## config.mk

```make
export PLATFORM = sky130hd
export DESIGN_NAME = atld_cfg_regs
export DESIGN_NICKNAME = d
export VERILOG_FILES = /design/src/rtl/atld_pkg.sv /design/src/rtl/atld_cfg_regs.sv
export SDC_FILE = /design/constraint.sdc
export NUM_CORES = 1
export LEC_CHECK = 0
export BUFFER_PORTS_ARGS = -buffer_cell sky130_fd_sc_hd__buf_4
export CAP_MARGIN = 20
export CORE_ASPECT_RATIO = 0.9
export CORE_MARGIN = 10
export CORE_UTILIZATION = 45
export CTS_CLUSTER_DIAMETER = 120
export DETAILED_ROUTE_END_ITERATION = 8
export GPL_ROUTABILITY_DRIVEN = 0
export PLACE_DENSITY = 0.72
export SYNTH_ARGS = -nofsm -noshare
export SYNTH_HDL_FRONTEND = slang
export SYNTH_SLANG_ARGS = --single-unit
```

## constraint.sdc

```tcl
create_clock -name clk -period 1.1 [get_ports clk]
set_input_delay 0.055 -clock clk [delete_from_list [all_inputs] [get_ports clk]]
set_output_delay 0.055 -clock clk [all_outputs]
set_load 0.02 [all_outputs]
```

## src/rtl/atld_pkg.sv

```systemverilog
package atld_pkg;

	localparam int SAMPLE_BITS = 16;
	localparam int FRAC_BITS   = 12;
	localparam int COUNT_BITS  = 16;
	localparam int MEAN_BITS   = SAMPLE_BITS + FRAC_BITS;
	localparam int RATE_BITS   = 16;
	localparam int CFG_BITS    = 16;
	localparam int CFG_IDX_BITS = 3;
	localparam int REQ_BITS    = 2;

	// Register indexes of the configuration port.
	localparam logic [CFG_IDX_BITS-1:0] CFG_SAMPLE_MIN    = 3'd0;
	localparam logic [CFG_IDX_BITS-1:0] CFG_SAMPLE_MAX    = 3'd1;
	localparam logic [CFG_IDX_BITS-1:0] CFG_MIN_SEP       = 3'd2;
	localparam logic [CFG_IDX_BITS-1:0] CFG_LEARN_RATE    = 3'd3;
	localparam logic [CFG_IDX_BITS-1:0] CFG_DEAD_HALF     = 3'd4;
	localparam logic [CFG_IDX_BITS-1:0] CFG_CONFIRM_COUNT = 3'd5;

	localparam logic [CFG_BITS-1:0] RST_SAMPLE_MIN    = 16'd0;
	localparam logic [CFG_BITS-1:0] RST_SAMPLE_MAX    = 16'd4000;
	localparam logic [CFG_BITS-1:0] RST_MIN_SEP       = 16'd20;
	localparam logic [CFG_BITS-1:0] RST_LEARN_RATE    = 16'd3277;
	localparam logic [CFG_BITS-1:0] RST_DEAD_HALF     = 16'd9830;
	localparam logic [CFG_BITS-1:0] RST_CONFIRM_COUNT = 16'd3;

	// Request codes.
	localparam logic [REQ_BITS-1:0] REQ_LEARN  = 2'd0;
	localparam logic [REQ_BITS-1:0] REQ_DETECT = 2'd1;
	localparam logic [REQ_BITS-1:0] REQ_BOTH   = 2'd2;

	typedef struct packed {
		logic [CFG_BITS-1:0] sample_min;
		logic [CFG_BITS-1:0] sample_max;
		logic [CFG_BITS-1:0] min_separation;
		logic [CFG_BITS-1:0] learn_rate;
		logic [CFG_BITS-1:0] dead_half_fraction;
		logic [CFG_BITS-1:0] confirm_count;
	} cfg_t;

	typedef struct packed {
		logic                 level;
		logic                 calibrated;
		logic                 sample_valid;
		logic [MEAN_BITS-1:0] mean_high;
		logic [MEAN_BITS-1:0] mean_low;
	} res_t;

	// Exponential averaging step; the step is truncated so the mean never
	// overshoots the target.
	function automatic logic [MEAN_BITS-1:0] move_toward(
		input logic [MEAN_BITS-1:0] mean,
		input logic [MEAN_BITS-1:0] target,
		input logic [RATE_BITS-1:0] rate
	);
		logic                           up;
		logic [MEAN_BITS-1:0]           diff;
		logic [MEAN_BITS+RATE_BITS-1:0] prod;
		logic [MEAN_BITS-1:0]           step;
		up   = (target >= mean);
		diff = up ? (target - mean) : (mean - target);
		prod = diff * rate;
		step = prod[MEAN_BITS+RATE_BITS-1:RATE_BITS];
		return up ? (mean + step) : (mean - step);
	endfunction

endpackage

```

## src/rtl/atld_cfg_regs.sv

```systemverilog
module atld_cfg_regs (
	input  logic                                clk,
	input  logic                                arst_n,
	input  logic                                wr_en,
	input  logic [atld_pkg::CFG_IDX_BITS-1:0]   wr_index,
	input  logic [atld_pkg::CFG_BITS-1:0]       wr_data,
	output atld_pkg::cfg_t                      cfg
);

	atld_pkg::cfg_t cfg_q;

	always_ff @(posedge clk or negedge arst_n) begin
		if (!arst_n) begin
			cfg_q.sample_min         <= atld_pkg::RST_SAMPLE_MIN;
			cfg_q.sample_max         <= atld_pkg::RST_SAMPLE_MAX;
			cfg_q.min_separation     <= atld_pkg::RST_MIN_SEP;
			cfg_q.learn_rate         <= atld_pkg::RST_LEARN_RATE;
			cfg_q.dead_half_fraction <= atld_pkg::RST_DEAD_HALF;
			cfg_q.confirm_count      <= atld_pkg::RST_CONFIRM_COUNT;
		end else if (wr_en) begin
			case (wr_index)
				atld_pkg::CFG_SAMPLE_MIN:    cfg_q.sample_min         <= wr_data;
				atld_pkg::CFG_SAMPLE_MAX:    cfg_q.sample_max         <= wr_data;
				atld_pkg::CFG_MIN_SEP:       cfg_q.min_separation     <= wr_data;
				atld_pkg::CFG_LEARN_RATE:    cfg_q.learn_rate         <= wr_data;
				atld_pkg::CFG_DEAD_HALF:     cfg_q.dead_half_fraction <= wr_data;
				atld_pkg::CFG_CONFIRM_COUNT: cfg_q.confirm_count      <= wr_data;
				default: ;
			endcase
		end
	end

	assign cfg = cfg_q;

endmodule

```

; Word level (Yosys, flattened, before mapping)
; Cells that the tools add are included.
; W data, S select, Z words.
[word_totals]
reg_bits = 96
inputBits = 22
out_inout_bits = 96
word_cells = 18
[op_classes]
n_reduce_logical = 7
n_eq_ne = 5
[ops]
columns = cell, n
row1 = $reduce_and A2 Y1, 6
row2 = $eq A3 B2 Y1 const B, 2
row3 = $eq A3 B3 Y1 const B, 2
row4 = $eq A3 B1 Y1 const B, 1
row5 = $logic_not A3 Y1, 1

; Depth between registers and ports, before layout
[depth]
word_depth = 2
mapped_depth = 5
mapped_depth_nobuf = 2

; Worst setup path after synthesis
; No wires, ideal clock.
[synth_timing]
path_type = input port to flip-flop
from = input port wr_index[0] in the netlist's numbering
to = register cfg_q (netlist bit cfg[80])
n_path_buf = 2
setup_ps = 125
slack_ps = -143
cell_stages = 4
t_arrival_ps = 1118
t_required_ps = 975
path_cell_list = buf_6 nor4b_4 buf_6 mux2_2
[synth_between]
elab_chain_len = 2
[synth_lines]
columns = item, line
row1 = start: declaration, atld_cfg_regs.sv:5  ; input logic [atld_pkg::CFG_IDX_BITS-1:0] wr_index,
row2 = $logic_not A3 Y1, atld_cfg_regs.sv:21  ; case (wr_index)
row3 = $reduce_and A2 Y1 (no line), --
row4 = end: declaration, atld_cfg_regs.sv:10  ; atld_pkg::cfg_t cfg_q;
; No other way between the ends.
; A chain may end at the register's enable or synchronous reset.

; Final worst setup path
[layout_timing]
from = register cfg_q (netlist bit cfg[52])
to = output port cfg[52] in the netlist's numbering
[layout_rtl]
columns = item, line
row1 = end: declaration, atld_cfg_regs.sv:7  ; output atld_pkg::cfg_t cfg
; No word-level cell between the ends.

==> impl_metrics.ini <==
[power_and_ir_drop]
p_sw_share_pct = 31.9
total_power_mw = 10.9
p_seq_share_pct = 45.6
clockPowerShare_pct = 20.7
p_int_mw = 7.39
power_density_nw_per_um2 = 2050
p_switching_mw = 3.47
worst_ir_drop_vdd_v = 0.00111
combPwrFrac_pct = 33.7
leakagePower_nw = 2.46

[routing]
route.detailed.drc = 0
ant_nets = 0
drt-initial-drc-count = 70
routed-via-count = 2332
wirelength_um = 9340
wl_per_cell_um = 20.3
viasPerCell = 5.06
drt_first_pass_iters = 3

[logic_synthesis]
synth-seq-cells = 96
synth_area_leaders = dfrtp_1 (49%), mux2_2 (29%), dfstp_2 (17%), buf_6 (2.1%), nand4b_2 (0.81%)
yosysUniqueCellTypes = 11
synth_warnings = 0
avgSynthCellArea_um2 = 17.8
synth.net_count = 230
syn_inst = 208
ys_seq_area_share_pct = 65.6
netlist.area_leader.share_pct = 48.6
synth_top_cell_by_area = dfrtp_1
syn_area_um2 = 3710

[die]
die_y_um = 106
fp.dieW_um = 116
dieArea_um2 = 12300
io_pins = 118
start_util_pct = 46.2
row_count = 31
core_area_um2 = 8030

[setup_path]
path_delay_family = flip-flops
r2r_cells = 2
cp-end-kind = primary output
cp.required_ns = 1.04
path_cells = buf_6
max_stage_delay_ns = 0.56
cp_slowest_cell = dfstp_2
worst-path-max-fanout = 2
cp-start-kind = flip-flop
worstReg2RegStart = cfg[22]$_DFFE_PN1P_
rr_endpoint = cfg[22]$_DFFE_PN1P_
worst-r2r-setup-slack_ns = 0.27
setup.worst_path.class = reg -> out
critical_path_arrival_ns = 1.03
cp_num_buf_inv = 1

[global_routing]
grt_usage_pct = 15.2
grt_pass1_vias = 2519
grt_first_pass_wirelength_um = 14400
overflow = 0
grt_antenna_before_repair = 0
grt_max_degree = 97

[timing]
slew_headroom_pct = 64.5
fin_crit_sh_pct = 98.4
skew_ns = 0
slew_viol_final = 0
fmax_mhz = 924
hold_viol_final = 0
finalHoldWorstSlack_ns = 0.240
worst_slew_pin_slew_ns = 0.533
setup_viol = 0
setup_tns_ns = 0
rsz0062_at_grt = true
period_minus_slack_ns = 1.08

[run]
max-cap-violations = 0

[final_layout]
syn_to_final_growth_pct = 43.1
largest_reg_flops = 96
drive_above_1_share_pct = 74.3
final_common_cell = buf_4
final_cell_mix = buf_4 (101), mux2_2 (76), dfrtp_1 (72)
n_antenna_cell = 0
n_fill_cell = 580
nNetsFinal = 379

[clock_network]
cts_made_buffers = 9
cts-root-buf = clkbuf_8
htreeDepth = 3
cts_buffer_depth = 2
clock_latency_ns = 0.35
path_clk_slew_ns = 0.09
cts_tree = yes
clkSinkCount = 96

[placement]
place_hpwl_um = 6410
port_buffers = 117

[hold_path]
min_path_type = in -> async

[run_status]
outcome = finished, final reports clean
## worst min-delay path, stage by stage
cell,delay [ns]
dlygate4sd3_1,0.52
buf_4,0.11
buf_12,0.34
## cell type report
cell class | instances | area [um^2] | share of cell area, %
multi-input cells | 102 | 1240 | 23.4
flip-flops and latches | 96 | 2430 | 45.8
repair buffers | 148 | 1320 | 24.9
well taps | 99 | 124 | 2.33
clock inverters | 5 | 56.3 | 1.06
clock buffers | 11 | 131 | 2.48
## cells by family after synthesis
family                 Yosys count  share of synthesized area, %
buffers and inverters           10                          2.80
DFF                             96                          65.6
muxes                           96                          29.1
and+or+nand+nor                  6                          2.46
## power groups by stage
stage          Combinational, mW  Clock, mW  Sequential [mW]
6_report                    3.66       2.25             4.95
5_1_grt                     3.88       2.45             5.07
2_1_floorplan              0.848          0             5.88
3_3_place_gp                3.48          0             4.94
3_5_place_dp                3.52          0             4.97
4_1_cts                     3.62       2.32             4.93
## worst max-delay path by stage
stage	startpoint	end	slack [ns]	depth (start not counted)
6_report	cfg[52]$_DFFE_PN1P_	cfg[52]	0.02	1
5_1_grt	cfg[52]$_DFFE_PN1P_	cfg[52]	-0.03	1
4_1_cts	cfg[52]$_DFFE_PN1P_	cfg[52]	-0.0004	1
3_5_place_dp	wr_index[1]	cfg[81]$_DFFE_PN0P_	-0.09	4
3_3_place_gp	wr_index[2]	cfg[49]$_DFFE_PN0P_	-0.07	4
2_1_floorplan	wr_index[0]	cfg[80]$_DFFE_PN0P_	-0.14	4
## synthesized netlist by cell type, drive strengths merged
| library cell | n |
|---|---|
| dfstp | 24 |
| buf | 10 |
| nor4b | 1 |
| and4bb | 3 |
| mux2 | 96 |
| dfrtp | 72 |
| nand4b | 2 |
## per-stage QoR
step | cell area [um^2] | cells | utilization (%) | worst slack (ns)
5_1_grt | 5310 | 461 | 66.1 | -0.0346
4_1_cts | 5230 | 460 | 65.2 | -0.000378
3_3_place_gp | 4850 | 427 | 60.4 | -0.0694
6_report | 5310 | 461 | 66.1 | 0.0173
2_1_floorplan | 3790 | 208 | - | -0.140
3_5_place_dp | 4850 | 427 | 60.4 | -0.0907
## metal layers
layer / wire length, um / global-route usage [%] / share of wire, % / vias up
met4: 31 / 2.68 / 0.33 / 0
met2: 4430 / 24.4 / 47 / 82
met1: 3810 / 17.4 / 41 / 1199
li1: - / - / - / 1049
met5: 0 / 0 / 0 / -
met3: 1070 / 8.77 / 11 / 2
## timing repair
action / in CTS / in global routing
buffers inserted: 1 / 0
endpoints found under the setup margin: 8 / 24
gates resized for setup: 7 / 17
endpoints found under the hold margin: 161 / 3
hold buffers: 16 / 1
(Power assumes the default switching activity.)
